<file path="src/design/ibfd_pkg.sv">
`timescale 1ns / 1ps
`default_nettype none

package ibfd_pkg;

    localparam int CH_W   = 4;
    localparam int VAL_W  = 16;
    localparam int DUTY_W = 10;
    localparam int EV_W   = 2;
    localparam int CFG_W  = 16;
    localparam int CIDX_W = 2;

    typedef logic [7:0]        byte_t;
    typedef logic [CH_W-1:0]   chan_t;
    typedef logic [VAL_W-1:0]  value_t;
    typedef logic [DUTY_W-1:0] duty_t;
    typedef logic [EV_W-1:0]   event_t;

    localparam byte_t HDR_FIRST  = 8'h20;
    localparam byte_t HDR_SECOND = 8'h40;

    localparam logic [CIDX_W-1:0] CFG_WATCHED = 2'd0;
    localparam logic [CIDX_W-1:0] CFG_UP      = 2'd1;
    localparam logic [CIDX_W-1:0] CFG_DOWN    = 2'd2;

    localparam chan_t  WATCHED_RESET = 4'd5;
    localparam value_t UP_RESET      = 16'd1000;
    localparam value_t DOWN_RESET    = 16'd2000;

    localparam event_t EV_NONE = 2'd0;
    localparam event_t EV_UP   = 2'd1;
    localparam event_t EV_DOWN = 2'd2;

    localparam value_t SERVO_LO = 16'd1000;
    localparam value_t SERVO_HI = 16'd2000;

    localparam duty_t DUTY_BASE = 10'd499;
    localparam duty_t DUTY_TOP  = 10'd998;

    // Scaled reciprocal of 1000/499: floor(c * 499 / 1000) equals
    // (c * DUTY_MUL) >> DUTY_SHIFT exactly for c in 0..1000.
    localparam int             DUTY_SHIFT = 24;
    localparam int             MUL_W      = 23;
    localparam logic [MUL_W-1:0] DUTY_MUL = 23'd8371832;
    localparam int             PROD_W     = 34;

endpackage

`default_nettype wire

</file>
<file path="src/design/ibfd_duty.sv">
`timescale 1ns / 1ps
`default_nettype none

module ibfd_duty (
    input  wire logic            aclk,
    input  wire logic            load,
    input  wire ibfd_pkg::value_t value,
    output ibfd_pkg::duty_t      duty
);
    import ibfd_pkg::*;

    logic [DUTY_W-1:0] ofs_reg;
    logic [DUTY_W-1:0] ofs_next;
    logic [PROD_W-1:0] prod;

    always_comb begin
        if (value < SERVO_LO) begin
            ofs_next = '0;
        end else if (value > SERVO_HI) begin
            ofs_next = DUTY_W'(SERVO_HI - SERVO_LO);
        end else begin
            ofs_next = DUTY_W'(value - SERVO_LO);
        end
    end

    always_ff @(posedge aclk) begin
        if (load) begin
            ofs_reg <= ofs_next;
        end
    end

    assign prod = PROD_W'(ofs_reg) * PROD_W'(DUTY_MUL);
    assign duty = DUTY_W'(prod >> DUTY_SHIFT) + DUTY_BASE;

endmodule

`default_nettype wire

</file>
<file path="src/design/ibus_frame_to_servo_decoder.sv">
`timescale 1ns / 1ps
`default_nettype none

// Receives an i-Bus byte stream one word per cycle, locks onto the 0x20 0x40
// header and keeps the frame in a small RAM with a registered read; a frame that
// carries the header pair again inside it is dropped. While bytes are coming
// in the block accepts one word every cycle. After the last byte of a clean
// frame it reads each channel back from the RAM as two single-byte reads,
// then clamps and scales it with one multiplier; each channel result steps
// through the states S_LO, S_HI, S_CALC and S_OUT, and the burst of CHANNELS
// results holds off input for its whole run, also while the result side stalls.
// One output register lets the next byte stream start while the final result waits to be taken.
module ibus_frame_to_servo_decoder #(
    parameter int FRAME_BYTES = 32,
    parameter int CHANNELS    = 14
) (
    input  wire logic                          aclk,
    input  wire logic                          aresetn,

    input  wire logic                          cfg_wr_en,
    input  wire logic [ibfd_pkg::CIDX_W-1:0]   cfg_index,
    input  wire logic [ibfd_pkg::CFG_W-1:0]    cfg_wdata,

    input  wire logic                          s_valid,
    output logic                               s_ready,
    input  wire ibfd_pkg::byte_t               s_rx_byte,

    output logic                               m_valid,
    input  wire logic                          m_ready,
    output ibfd_pkg::chan_t                    m_channel_index,
    output ibfd_pkg::value_t                   m_raw_value,
    output ibfd_pkg::duty_t                    m_servo_duty,
    output ibfd_pkg::event_t                   m_switch_event,
    output logic                               m_last
);
    import ibfd_pkg::*;

    localparam int AW       = $clog2(FRAME_BYTES);
    localparam int IDX_MAX  = (FRAME_BYTES > 2 * CHANNELS + 2) ? FRAME_BYTES
                                                                : 2 * CHANNELS + 2;
    localparam int IDX_W    = $clog2(IDX_MAX + 1);
    localparam int ST_W     = 3;

    localparam logic [ST_W-1:0] S_RX   = 3'd0;
    localparam logic [ST_W-1:0] S_LO   = 3'd1;
    localparam logic [ST_W-1:0] S_HI   = 3'd2;
    localparam logic [ST_W-1:0] S_CALC = 3'd3;
    localparam logic [ST_W-1:0] S_OUT  = 3'd4;

    localparam chan_t     CH_LAST  = CH_W'(CHANNELS);
    localparam logic [AW-1:0] POS_END = AW'(FRAME_BYTES - 1);

    byte_t frame_mem [FRAME_BYTES];

    logic [ST_W-1:0] state_reg, state_next;
    logic [AW-1:0]   pos_reg, pos_next;
    logic            hunt_reg, hunt_next;
    logic            emb_reg, emb_next;
    byte_t           prev_byte_reg;
    value_t          prev_watch_reg, prev_watch_next;
    chan_t           ch_reg, ch_next;

    chan_t           watched_reg;
    value_t          up_reg;
    value_t          down_reg;

    logic [IDX_W-1:0] rd_idx;
    logic             rd_ok;
    logic [AW-1:0]    rd_addr;
    byte_t            rd_data_reg;
    logic             rd_ok_reg;

    byte_t            lo_byte_reg;
    value_t           value_reg;
    value_t           value_cur;
    event_t           ev_reg, ev_next;
    duty_t            duty;

    logic             s_fire;
    logic             wr_en;
    logic             out_load;
    logic             emb_hit;

    assign s_ready  = (state_reg == S_RX);
    assign s_fire   = s_valid && s_ready;
    assign wr_en    = s_fire && !hunt_reg;
    assign out_load = (state_reg == S_OUT) && (!m_valid || m_ready);
    assign emb_hit  = (pos_reg >= AW'(3)) && (s_rx_byte == HDR_SECOND)
                      && (prev_byte_reg == HDR_FIRST);

    always_ff @(posedge aclk) begin
        if (!aresetn) begin
            watched_reg <= WATCHED_RESET;
            up_reg      <= UP_RESET;
            down_reg    <= DOWN_RESET;
        end else if (cfg_wr_en) begin
            case (cfg_index)
                CFG_WATCHED: watched_reg <= CH_W'(cfg_wdata);
                CFG_UP:      up_reg      <= cfg_wdata;
                CFG_DOWN:    down_reg    <= cfg_wdata;
                default: ;
            endcase
        end
    end

    always_comb begin
        case (state_reg)
            S_HI:    rd_idx = IDX_W'({ch_reg, 1'b1});
            default: rd_idx = IDX_W'({ch_reg, 1'b0});
        endcase
        rd_ok   = rd_idx < IDX_W'(FRAME_BYTES);
        rd_addr = rd_ok ? rd_idx[AW-1:0] : '0;
    end

    always_ff @(posedge aclk) begin
        if (wr_en) begin
            frame_mem[pos_reg] <= s_rx_byte;
        end
        rd_data_reg <= frame_mem[rd_addr];
        rd_ok_reg   <= rd_ok;
    end

    assign value_cur = {(rd_ok_reg ? rd_data_reg : 8'h00), lo_byte_reg};

    always_comb begin
        ev_next         = EV_NONE;
        prev_watch_next = prev_watch_reg;
        if (ch_reg == watched_reg) begin
            if (prev_watch_reg != '0 && value_cur != prev_watch_reg) begin
                if (value_cur == up_reg) begin
                    ev_next = EV_UP;
                end else if (value_cur == down_reg) begin
                    ev_next = EV_DOWN;
                end
            end
            prev_watch_next = value_cur;
        end
    end

    ibfd_duty u_duty (
        .aclk  (aclk),
        .load  (state_reg == S_CALC),
        .value (value_cur),
        .duty  (duty)
    );

    always_comb begin
        state_next = state_reg;
        pos_next   = pos_reg;
        hunt_next  = hunt_reg;
        emb_next   = emb_reg;
        ch_next    = ch_reg;
        case (state_reg)
            S_RX: begin
                if (s_fire) begin
                    if (hunt_reg) begin
                        if (pos_reg == AW'(1) && s_rx_byte == HDR_SECOND) begin
                            pos_next  = AW'(2);
                            hunt_next = 1'b0;
                            emb_next  = 1'b0;
                        end else if (s_rx_byte == HDR_FIRST) begin
                            pos_next = AW'(1);
                        end else begin
                            pos_next = '0;
                        end
                    end else if (pos_reg == POS_END) begin
                        pos_next  = '0;
                        hunt_next = 1'b1;
                        emb_next  = 1'b0;
                        if (!(emb_reg || emb_hit)) begin
                            ch_next    = CH_W'(1);
                            state_next = S_LO;
                        end
                    end else begin
                        pos_next = pos_reg + AW'(1);
                        emb_next = emb_reg || emb_hit;
                    end
                end
            end
            S_LO:   state_next = S_HI;
            S_HI:   state_next = S_CALC;
            S_CALC: state_next = S_OUT;
            S_OUT: begin
                if (out_load) begin
                    if (ch_reg == CH_LAST) begin
                        state_next = S_RX;
                    end else begin
                        ch_next    = ch_reg + CH_W'(1);
                        state_next = S_LO;
                    end
                end
            end
            default: state_next = S_RX;
        endcase
    end

    always_ff @(posedge aclk) begin
        if (!aresetn) begin
            state_reg      <= S_RX;
            pos_reg        <= '0;
            hunt_reg       <= 1'b1;
            emb_reg        <= 1'b0;
            prev_watch_reg <= '0;
            ch_reg         <= CH_W'(1);
            m_valid        <= 1'b0;
        end else begin
            state_reg <= state_next;
            pos_reg   <= pos_next;
            hunt_reg  <= hunt_next;
            emb_reg   <= emb_next;
            ch_reg    <= ch_next;
            if (state_reg == S_CALC) begin
                prev_watch_reg <= prev_watch_next;
            end
            if (out_load) begin
                m_valid <= 1'b1;
            end else if (m_ready) begin
                m_valid <= 1'b0;
            end
        end
    end

    always_ff @(posedge aclk) begin
        if (s_fire) begin
            prev_byte_reg <= s_rx_byte;
        end
        if (state_reg == S_HI) begin
            lo_byte_reg <= rd_ok_reg ? rd_data_reg : 8'h00;
        end
        if (state_reg == S_CALC) begin
            value_reg <= value_cur;
            ev_reg    <= ev_next;
        end
        if (out_load) begin
            m_channel_index <= ch_reg;
            m_raw_value     <= value_reg;
            m_servo_duty    <= duty;
            m_switch_event  <= ev_reg;
            m_last          <= (ch_reg == CH_LAST);
        end
    end

endmodule

`default_nettype wire

</file>
<file path="config.mk">
export PLATFORM = sky130hd
export DESIGN_NAME = ibus_frame_to_servo_decoder
export DESIGN_NICKNAME = d
export VERILOG_FILES = /design/src/design/ibfd_pkg.sv /design/src/design/ibfd_duty.sv /design/src/design/ibus_frame_to_servo_decoder.sv
export SDC_FILE = /design/constraint.sdc
export NUM_CORES = 1
export LEC_CHECK = 0
export BUFFER_PORTS_ARGS = -buffer_cell sky130_fd_sc_hd__buf_4
export CORE_ASPECT_RATIO = 0.6
export CORE_MARGIN = 10
export CORE_UTILIZATION = 60
export CTS_CLUSTER_SIZE = 25
export DETAILED_ROUTE_END_ITERATION = 8
export GPL_TIMING_DRIVEN = 0
export PLACE_DENSITY = 0.88
export SLEW_MARGIN = 10
export SYNTH_ARGS = -nofsm -noshare
export SYNTH_HDL_FRONTEND = slang
export SYNTH_HIERARCHICAL = 1
export SYNTH_SLANG_ARGS = --single-unit
</file>
<file path="constraint.sdc">
create_clock -name aclk -period 8 [get_ports aclk]
set_input_delay 0.8 -clock aclk [delete_from_list [all_inputs] [get_ports aclk]]
set_output_delay 0.8 -clock aclk [all_outputs]
set_load 0.005 [all_outputs]
</file>
Word level (Yosys, flattened, before mapping)
Memories as Yosys holds them, arrays and structs flattened. A register that Yosys moved wholly into a read port is not among the register bits.
Cells that the tools add are included.
- register bits after elaboration: 145
- latch bits: 0
- memory bits (writable): 256
- memory bits (read-only): 0
- input port bits: 31
- logic and storage cells: 119
- memories: 1
- memories (memory ; depth ; width ; read ports ; clocked after Yosys merged registers in ; wr ports ; line ; text):
    frame_mem ; 32 ; 8 ; 1 ; 1 ; 1 ; ibus_frame_to_servo_decoder.sv:53 ; byte_t frame_mem [FRAME_BYTES];
- add/subtract/negate cells: 4
- $mul: 1
- divide/modulo/power cells: 0
- magnitude comparators: 4
- eq/ne operators: 23
- shift-type cells: 0
- multiplexer cells: 34
- bitwise operators: 2
- reductions and logical operators: 27
- operator list (operator ; number):
    equality test 16 bit ; 2
    multiplier 10 x 20 -> 30 bit (second input constant) ; 1
    two-way mux 4 bit ; 6
    equality test 8 x 6 -> 1 bit (second input constant) ; 2
    greater-than comparator 16 x 11 -> 1 bit (second input constant) ; 1
    less-than comparator 16 x 10 -> 1 bit (second input constant) ; 1
    != test 16 bit ; 1
    nonzero test 16 bit ; 1
    two-way mux 3 bit ; 5
    two-way mux 5 bit ; 3
    one-hot mux 3 bit (5 select lines) ; 1
    two-way mux 1 bit ; 14
    AND reduction 2 bit ; 6
    adder 9 x 9 -> 10 bit (second input constant) ; 1
    two-way mux 10 bit ; 1
    subtractor 10 bit (second input constant) ; 1
    equality test 8 x 7 -> 1 bit (second input constant) ; 1
    two-way mux 8 bit ; 1
    != test 2 bit (second input constant) ; 4
    one-hot mux 4 bit (2 select lines) ; 1
    logical AND 1 bit ; 7
    AND reduction 7 bit ; 1
    equality test 3 x 2 -> 1 bit (second input constant) ; 2
    less-than comparator 5 x 6 -> 1 bit (second input constant) ; 1
    other kinds (23) ; 30

Logic depth before layout (Yosys ltp)
Gate-level depths: netlist (run 1).
- depth after elaboration: 9
- gate-level depth with buffers: 22

Cells and area by module
The synthesis (run 1) kept the hierarchy.
- by module, submodules not included (module ; instances ; cells each ; area each (um^2) ; sequential area each (um^2)):
    ibus_frame_to_servo_decoder ; 1 ; 888 ; 15408.5 ; 11200.7
    ibfd_duty ; 1 ; 458 ; 4460.5 ; 300.3

Least setup slack after synthesis (run 1)
OpenSTA, ideal clock, no wires.
- path kind: register -> register
- start: reg u_duty.ofs_reg[7]
- end: reg m_servo_duty[8], data pin
- arrival time: 5.807 ns
- required time: 7.732 ns
- setup slack: 1.925 ns
- cell stages (with the launch flop): 21
- cells stage by stage: edfxtp_1 > fa_1 > inv_1 > fa_1 > inv_1 > fa_1 > fa_1 > inv_1 > fa_1 > inv_1 > ha_1 > o211ai_1 > o21bai_1 > a221oi_2 > nand2_2 > a2111o_1 > a21o_1 > o21ai_2 > a31oi_1 > a221oi_2 > xor2_1
- cells in the longest elaborated chain, start to end: 2
- ends and longest elaborated chain (element ; line ; text):
    start: declaration ; ibfd_duty.sv:12 ; logic [DUTY_W-1:0] ofs_reg;
    start signal: assignment ; ibfd_duty.sv:28 ; ofs_reg <= ofs_next;
    multiplier 10 x 20 -> 30 bit ; ibfd_duty.sv:32 ; assign prod = PROD_W'(ofs_reg) * PROD_W'(DUTY_MUL);
    adder 9 x 9 -> 10 bit ; ibfd_duty.sv:33 ; assign duty = DUTY_W'(prod >> DUTY_SHIFT) + DUTY_BASE;
    net duty[8] ; ibus_frame_to_servo_decoder.sv:77 ; duty_t duty;
    end signal: assignment ; ibus_frame_to_servo_decoder.sv:237 ; m_servo_duty <= duty;
    end: declaration ; ibus_frame_to_servo_decoder.sv:32 ; output ibfd_pkg::duty_t m_servo_duty,
The timed path passes the listed nets, and every way through them passes these cells.
A chain may end at the register's enable or synchronous reset.

Worst setup path after layout (run 1)
Same ends and word-level chain as after synthesis.

==> results of run 1 <==
==> cell type report <==
type	count	area, sq um	area share (%)
Clock buffer	51	1020	4.61
Inverter	131	492	2.22
Antenna cell	1	2.50	0.0113
Clock inverter	16	228	1.03
Sequential cell	408	11500	51.9
Multi-Input combinational cell	764	7670	34.6
Timing Repair Buffer	65	500	2.26
Tap cell	424	531	2.39
Buffer	43	214	0.966
==> synth_stat cells, types with 3 or more instances <==
cell type	number
buf_6	6
or3_1	5
nor2_1	73
ha_1	80
xor2_1	44
nand3b_1	7
xnor2_1	26
a221oi_2	3
o211ai_1	4
a31oi_1	7
nand2b_1	4
nand3_1	23
nor3_1	11
clkbuf_1	30
mux4_2	80
buf_2	6
o21ai_1	6
nor4b_1	5
inv_1	130
mux2_2	8
dfxtp_1	75
fa_1	81
nor4_1	18
mux2i_1	21
o21ai_0	14
nand2_1	102
nand4_1	16
a21o_1	3
and2_1	10
a21oi_1	49
nor2b_1	7
and3_1	5
edfxtp_1	333
nor3b_1	4
a211oi_1	5
==> routing by layer <==
layer	up-vias	GRT usage (%)
met3	88	7.06
met1	6060	34.7
met4	0	5.07
met2	763	34.4
met5	-	0
li1	5130	-
==> per-stage QoR <==
step	util (%)	setup slack, ps	instances
floorplan	-	1930	1346
global placement	64.2	1130	1834
detailed placement	64.2	933	1835
CTS	68.1	884	1902
global route	68.1	509	1903
finish	68.1	817	1903
==> worst register-to-register path: cells and delay by family (launching register included) <==
| kind | cells | cell delay [ps] |
|---|---|---|
| flip-flops | 1 | 560 |
| AND/OR/NAND/NOR | 1 | 250 |
| XOR/XNOR | 1 | 110 |
| adder cells (fa/ha/maj) | 6 | 3470 |
| AO/OA/AOI/OAI | 8 | 2040 |
| buffers and inverters | 4 | 470 |
==> cells by family after synthesis <==
| logic type | share of synthesized area [%] |
|---|---|
| flip-flops | 57.9 |
| AND/OR/NAND/NOR | 7.50 |
| XOR/XNOR | 3.39 |
| buffers and inverters | 3.55 |
| multiplexers | 10.6 |
| adder cells (fa/ha/maj) | 13.2 |
| AO/OA/AOI/OAI | 3.90 |
==> worst max-delay path by stage <==
stage | depth (start not counted) | end
floorplan | 20 | m_servo_duty[8]
global placement | 20 | m_servo_duty[8]
detailed placement | 20 | m_servo_duty[8]
CTS | 20 | m_servo_duty[8]
global route | 20 | m_servo_duty[8]
finish | 20 | m_servo_duty[8]
==> where the power goes <==
part           leakage [nW]  internal (W)  switching, W
sequential             3.59       0.00230    0.00000647
combinational          3.83     0.0000219     0.0000522
clock                 0.608       0.00107      0.000782
==> cells in the final DEF (no fill, tap or decap), drive strengths merged, types with 29 or more instances in the layout <==
cell and n:
a21oi 51, buf 78, clkbuf 81, dfxtp 75, edfxtp 333, fa 81
ha 80, inv 132, mux4 80, nand2 103, nor2 73, xnor2 29
xor2 44
==> results.yml, run 1 <==
outcome:
  outcome: "finished clean"
critical_path:
  r2r_cells: 20
  crit_family: "adder cells"
  r2r_start: "u_duty/ofs_reg[7]"
  cp_num_buf_inv: 4
  cp_data_required_time_ps: 8260
  crit_path_cell_trace: "fa_1, inv_1, fa_1, fa_1, inv_1, fa_1, inv_1, fa_1, inv_1, ha_1, nand3_1, a2111oi_2, o21ai_1, a21oi_2, o21a_2, o21ai_2, a31oi_4, a31oi_1, a221oi_2, xor2_1"
  worst-path-max-fanout: 8
  endpoint_kind: "register"
  r2r_slack_ps: 820
  worstReg2RegEnd: "m_servo_duty[8]"
  arrival_ps: 7440
  critPathMaxStageDelay_ps: 950
  critPathKind: "reg -> reg"
  start_kind: "register"
  slowest_stage: "fa_1"
  crit_top_cell: "fa_1"
  crit_path_start: "u_duty/ofs_reg[7]"
worst_hold_path:
  hold_path.class: "reg -> reg"
  holdPathEnd: "m_switch_event[1]"
  whs_path_depth: 0
  min_from: "ev_reg[1]"
drt:
  dr.pass1.iters: 6
  vias_per_cell: 6.33
  vias: 12041
  routed_wl_microns: 48100
  route.detailed.drc: 0
  top_layer_used: "met4"
  wl_per_cell_microns: 25.3
  ant_nets: 0
  met1_length_microns: 19900
  drtIter0Drc: 1737
  met3_length_microns: 6090
  met2WireLength_microns: 21200
clocking:
  h-tree-depth: 2
  cts_tree: "yes"
  hold_buffers: 0
  cts_buffer_depth: 3
  numCtsBuffers: 38
  clock_sinks: 408
  cts.clk_slew.worst_paths_ps: 70
  post-cts-setup-buffers: 0
  ctsResizeCount: 0
  root_buffer: "clkbuf_16"
  worstSkewPairLatency_ps: 540
global_route:
  track_usage_pct: 23.6
  grt_pass1_vias: 12216
  grt_pass1_wl_microns: 73600
  grt.overflow.total: 0
  grt_max_degree: 36
  antenna_found_initial: 1
synthesis:
  synth_cells: 1346
  synth_cell_types: 71
  syn_area_sq_um: 19900
  netlist.area_leader.share_pct: 50.3
  ys_dominant_reg_cell: "edfxtp_1"
  synth_edf_count: 333
  syn_area_per_cell_sq_um: 14.8
  synth.largest_area_cell: "edfxtp_1"
  ys_async_sr_fraction_pct: 0
  ys_seq_area_share_pct: 57.9
  synth_seq_cells: 408
  yosysWarnings: 6
  synth.net_count: 1538
  synth.area.top_cells: "edfxtp_1 (50%), mux4_2 (9.1%), fa_1 (8.2%)"
sta:
  max_freq_ghz: 0.139
  fin_skew_ps: 25.3
  fin_crit_ps: 7180
  setup_viol_count_final: 0
  hold_viol_final: 0
  rsz0062_at_grt: "no"
  timing.final.crit_share_pct: 89.8
  setup_tns_ps: 0
  drv_slew: 0
  hold_ws_ps: 420
  slew_headroom_pct: 15.5
  worst_pin_slew_ps: 1260
floorplanning:
  coreArea_sq_um: 32500
  die_h_microns: 161
  num_rows: 51
  ioPinCount: 66
  dieWidth_microns: 255
  start_util_pct: 61.1
  dieArea_sq_um: 41000
final_layout:
  largest_register_ffs: 256
  final_cell_area_sq_um: 22200
  fill_cells: 2095
  area_growth_syn_to_layout_pct: 11.5
  fin_nets: 1643
  drive_gt1_share_pct: 16.9
  largest-register: "frame_mem"
power_and_ir_drop:
  vdd_drop_max_mv: 0.184
  p_per_area_nw_per_um2: 191
  p_leak_nw: 8.03
  power_w: 0.00422
flow_run:
  max-cap-violations: 0
place:
  dpl-instance-area_sq_um: 20900
  dpl.hpwl_microns: 34300
  gp_congestion: 0.943
  port_buffers: 64
Note: power is estimated with default switching activity, not from simulation.
==> run 2, diff against run 1 <==
Settings changed: CTS_BUF_LIST set to sky130_fd_sc_hd__clkbuf_4 sky130_fd_sc_hd__clkbuf_8, GPL_ROUTABILITY_DRIVEN set to 0.
==> results.yml, run 2 (synthesis gave the netlist of run 1 again) <==
global_route:
  antenna_found_initial: 4
  grt.overflow.total: 0
  track_usage_pct: 23.7
  grt_pass1_vias: 12278
  grt_max_degree: 36
  grt_pass1_wl_microns: 72900
place:
  port_buffers: 64
  dpl.hpwl_microns: 34500
  dp_cells: 1835
drt:
  ant_nets: 0
  route.detailed.drc: 0
  drtIter0Drc: 1542
  routed_wl_microns: 47800
  dr.pass1.iters: 5
  vias_per_cell: 6.18
  vias: 12022
  wl_per_cell_microns: 24.6
clocking:
  h-tree-depth: 2
  clock_sinks: 408
  hold_buffers: 0
  cts_buffer_depth: 3
  post-cts-setup-buffers: 0
  cts_tree: "yes"
  cts.clk_slew.worst_paths_ps: 70
  root_buffer: "clkbuf_8"
  ctsResizeCount: 0
  worstSkewPairLatency_ps: 630
  numCtsBuffers: 56
final_layout:
  regArea_sq_um: 11500
  multi_input_area_sq_um: 7670
  final_util_pct: 68.1
  final_common_cell: "edfxtp_1"
  area_growth_syn_to_layout_pct: 11.5
  final_cell_mix: "edfxtp_1 (333), inv_1 (129), nand2_1 (102)"
  fill_cells: 2088
  largest-register: "frame_mem"
  fin_nets: 1661
  largest_register_ffs: 256
  finalNonFillerCells: 1944
  drive_gt1_share_pct: 19.4
critical_path:
  crit_family: "adder cells"
  critPathKind: "reg -> reg"
  worstReg2RegEnd: "m_servo_duty[8]"
  r2r_cells: 20
  critPathMaxStageDelay_ps: 920
  cp_num_buf_inv: 4
  crit_path_cell_trace: "fa_1, inv_1, fa_1, fa_1, inv_1, fa_1, inv_1, fa_1, inv_1, ha_1, nand3_1, a2111oi_2, o21ai_1, a21oi_2, o21a_2, o21ai_2, a31oi_4, a31oi_1, a221oi_2, xor2_1"
  cp_data_required_time_ps: 8350
  crit_top_cell: "fa_1"
  start_kind: "register"
  arrival_ps: 7490
  endpoint_kind: "register"
  r2r_slack_ps: 860
  worst-path-max-fanout: 8
  r2r_start: "u_duty/ofs_reg[7]"
  slowest_stage: "fa_1"
worst_hold_path:
  whs_path_depth: 3
  min_from: "cfg_wdata[8]"
  holdPathEnd: "up_reg[8]"
  hold_path.class: "in -> reg"
sta:
  hold_viol_final: 0
  worst_pin_slew_ps: 1340
  fin_crit_ps: 7140
  max_freq_ghz: 0.140
  drv_slew: 0
  slew_headroom_pct: 9.79
  fin_skew_ps: 24.9
  setup_viol_count_final: 0
  timing.final.crit_share_pct: 89.2
  setup_tns_ps: 0
  rsz0062_at_grt: "no"
power_and_ir_drop:
  vdd_drop_max_mv: 0.150
  p_leak_nw: 8.08
  power_w: 0.00412
  p_per_area_nw_per_um2: 186
floorplanning:
  num_rows: 51
  ioPinCount: 66
  start_util_pct: 61.1
  die_h_microns: 161
  coreArea_sq_um: 32500
  dieArea_sq_um: 41000
  dieWidth_microns: 255
outcome:
  outcome: "finished clean"
flow_run:
  max-cap-violations: 0
## run 2: changes by cell type in the layout (fill, tap and decap cells not counted), moves of 2 or more
cell,delta
diode_2,+2
clkinv_1,+5
clkbuf_1,-10
bufinv_16,-2
clkbuf_4,+22
clkbuf_16,-38
clkinv_4,-2
clkinv_2,+3
clkbuf_8,+63
## run 2: through the flow
| step | worst slack [ps] | cell area (sq um) | hold WS, ps |
|---|---|---|---|
| after global routing | 499 | 22200 | 375 |
| after floorplan | 1930 | 19900 | 400 |
| after CTS | 1030 | 22200 | 362 |
| after global placement | 1160 | 20900 | 406 |
| after detailed placement | 1040 | 20900 | 405 |
| final | 862 | 22200 | 393 |
## run 2: worst register-to-register path: cells and delay by family, from the launching register on
kind	cells	cell delay, ps
adders and majority gates	6	3450
xor gates and xnor gates	1	100
DFF	1	540
buffers and inverters	4	450
and+or+nand+nor	1	250
AOI/OAI and AO/OA	8	2100
## run 2: layout make-up
class / instances / share of cell area (%)
Inverter: 131 / 2.22
Multi-Input combinational cell: 764 / 34.6
Timing Repair Buffer: 65 / 2.29
Tap cell: 424 / 2.39
Clock inverter: 19 / 0.791
Clock buffer: 87 / 4.78
Sequential cell: 408 / 51.9
Buffer: 43 / 0.966
Antenna cell: 3 / 0.0339
## run 2: worst max-delay path by stage
stage	startpoint	end	slack, ps	depth (start not counted)
2_1_floorplan	u_duty/ofs_reg[7]	m_servo_duty[8]	1930	20
3_3_place_gp	u_duty/ofs_reg[7]	m_servo_duty[8]	1160	20
3_5_place_dp	u_duty/ofs_reg[7]	m_servo_duty[8]	1040	20
4_1_cts	u_duty/ofs_reg[7]	m_servo_duty[8]	1030	20
5_1_grt	u_duty/ofs_reg[7]	m_servo_duty[8]	500	20
6_report	u_duty/ofs_reg[7]	m_servo_duty[8]	860	20
## run 2: power breakdown
part | internal [W] | switching [W] | total (W) | leakage [nW]
logic | 0.0000219 | 0.0000518 | 0.0000737 | 3.83
clock network | 0.000945 | 0.000798 | 0.00174 | 0.657
registers | 0.00230 | 0.00000641 | 0.00230 | 3.59
## run 2: routing by layer
| layer | share of wire (%) | up-vias | track usage [%] |
|---|---|---|---|
| met5 | 0 | - | 0 |
| met4 | 2.1 | 0 | 6.60 |
| met3 | 14 | 86 | 9.53 |
| met2 | 43 | 706 | 33.3 |
| met1 | 41 | 6039 | 33.5 |
| li1 | - | 5191 | - |
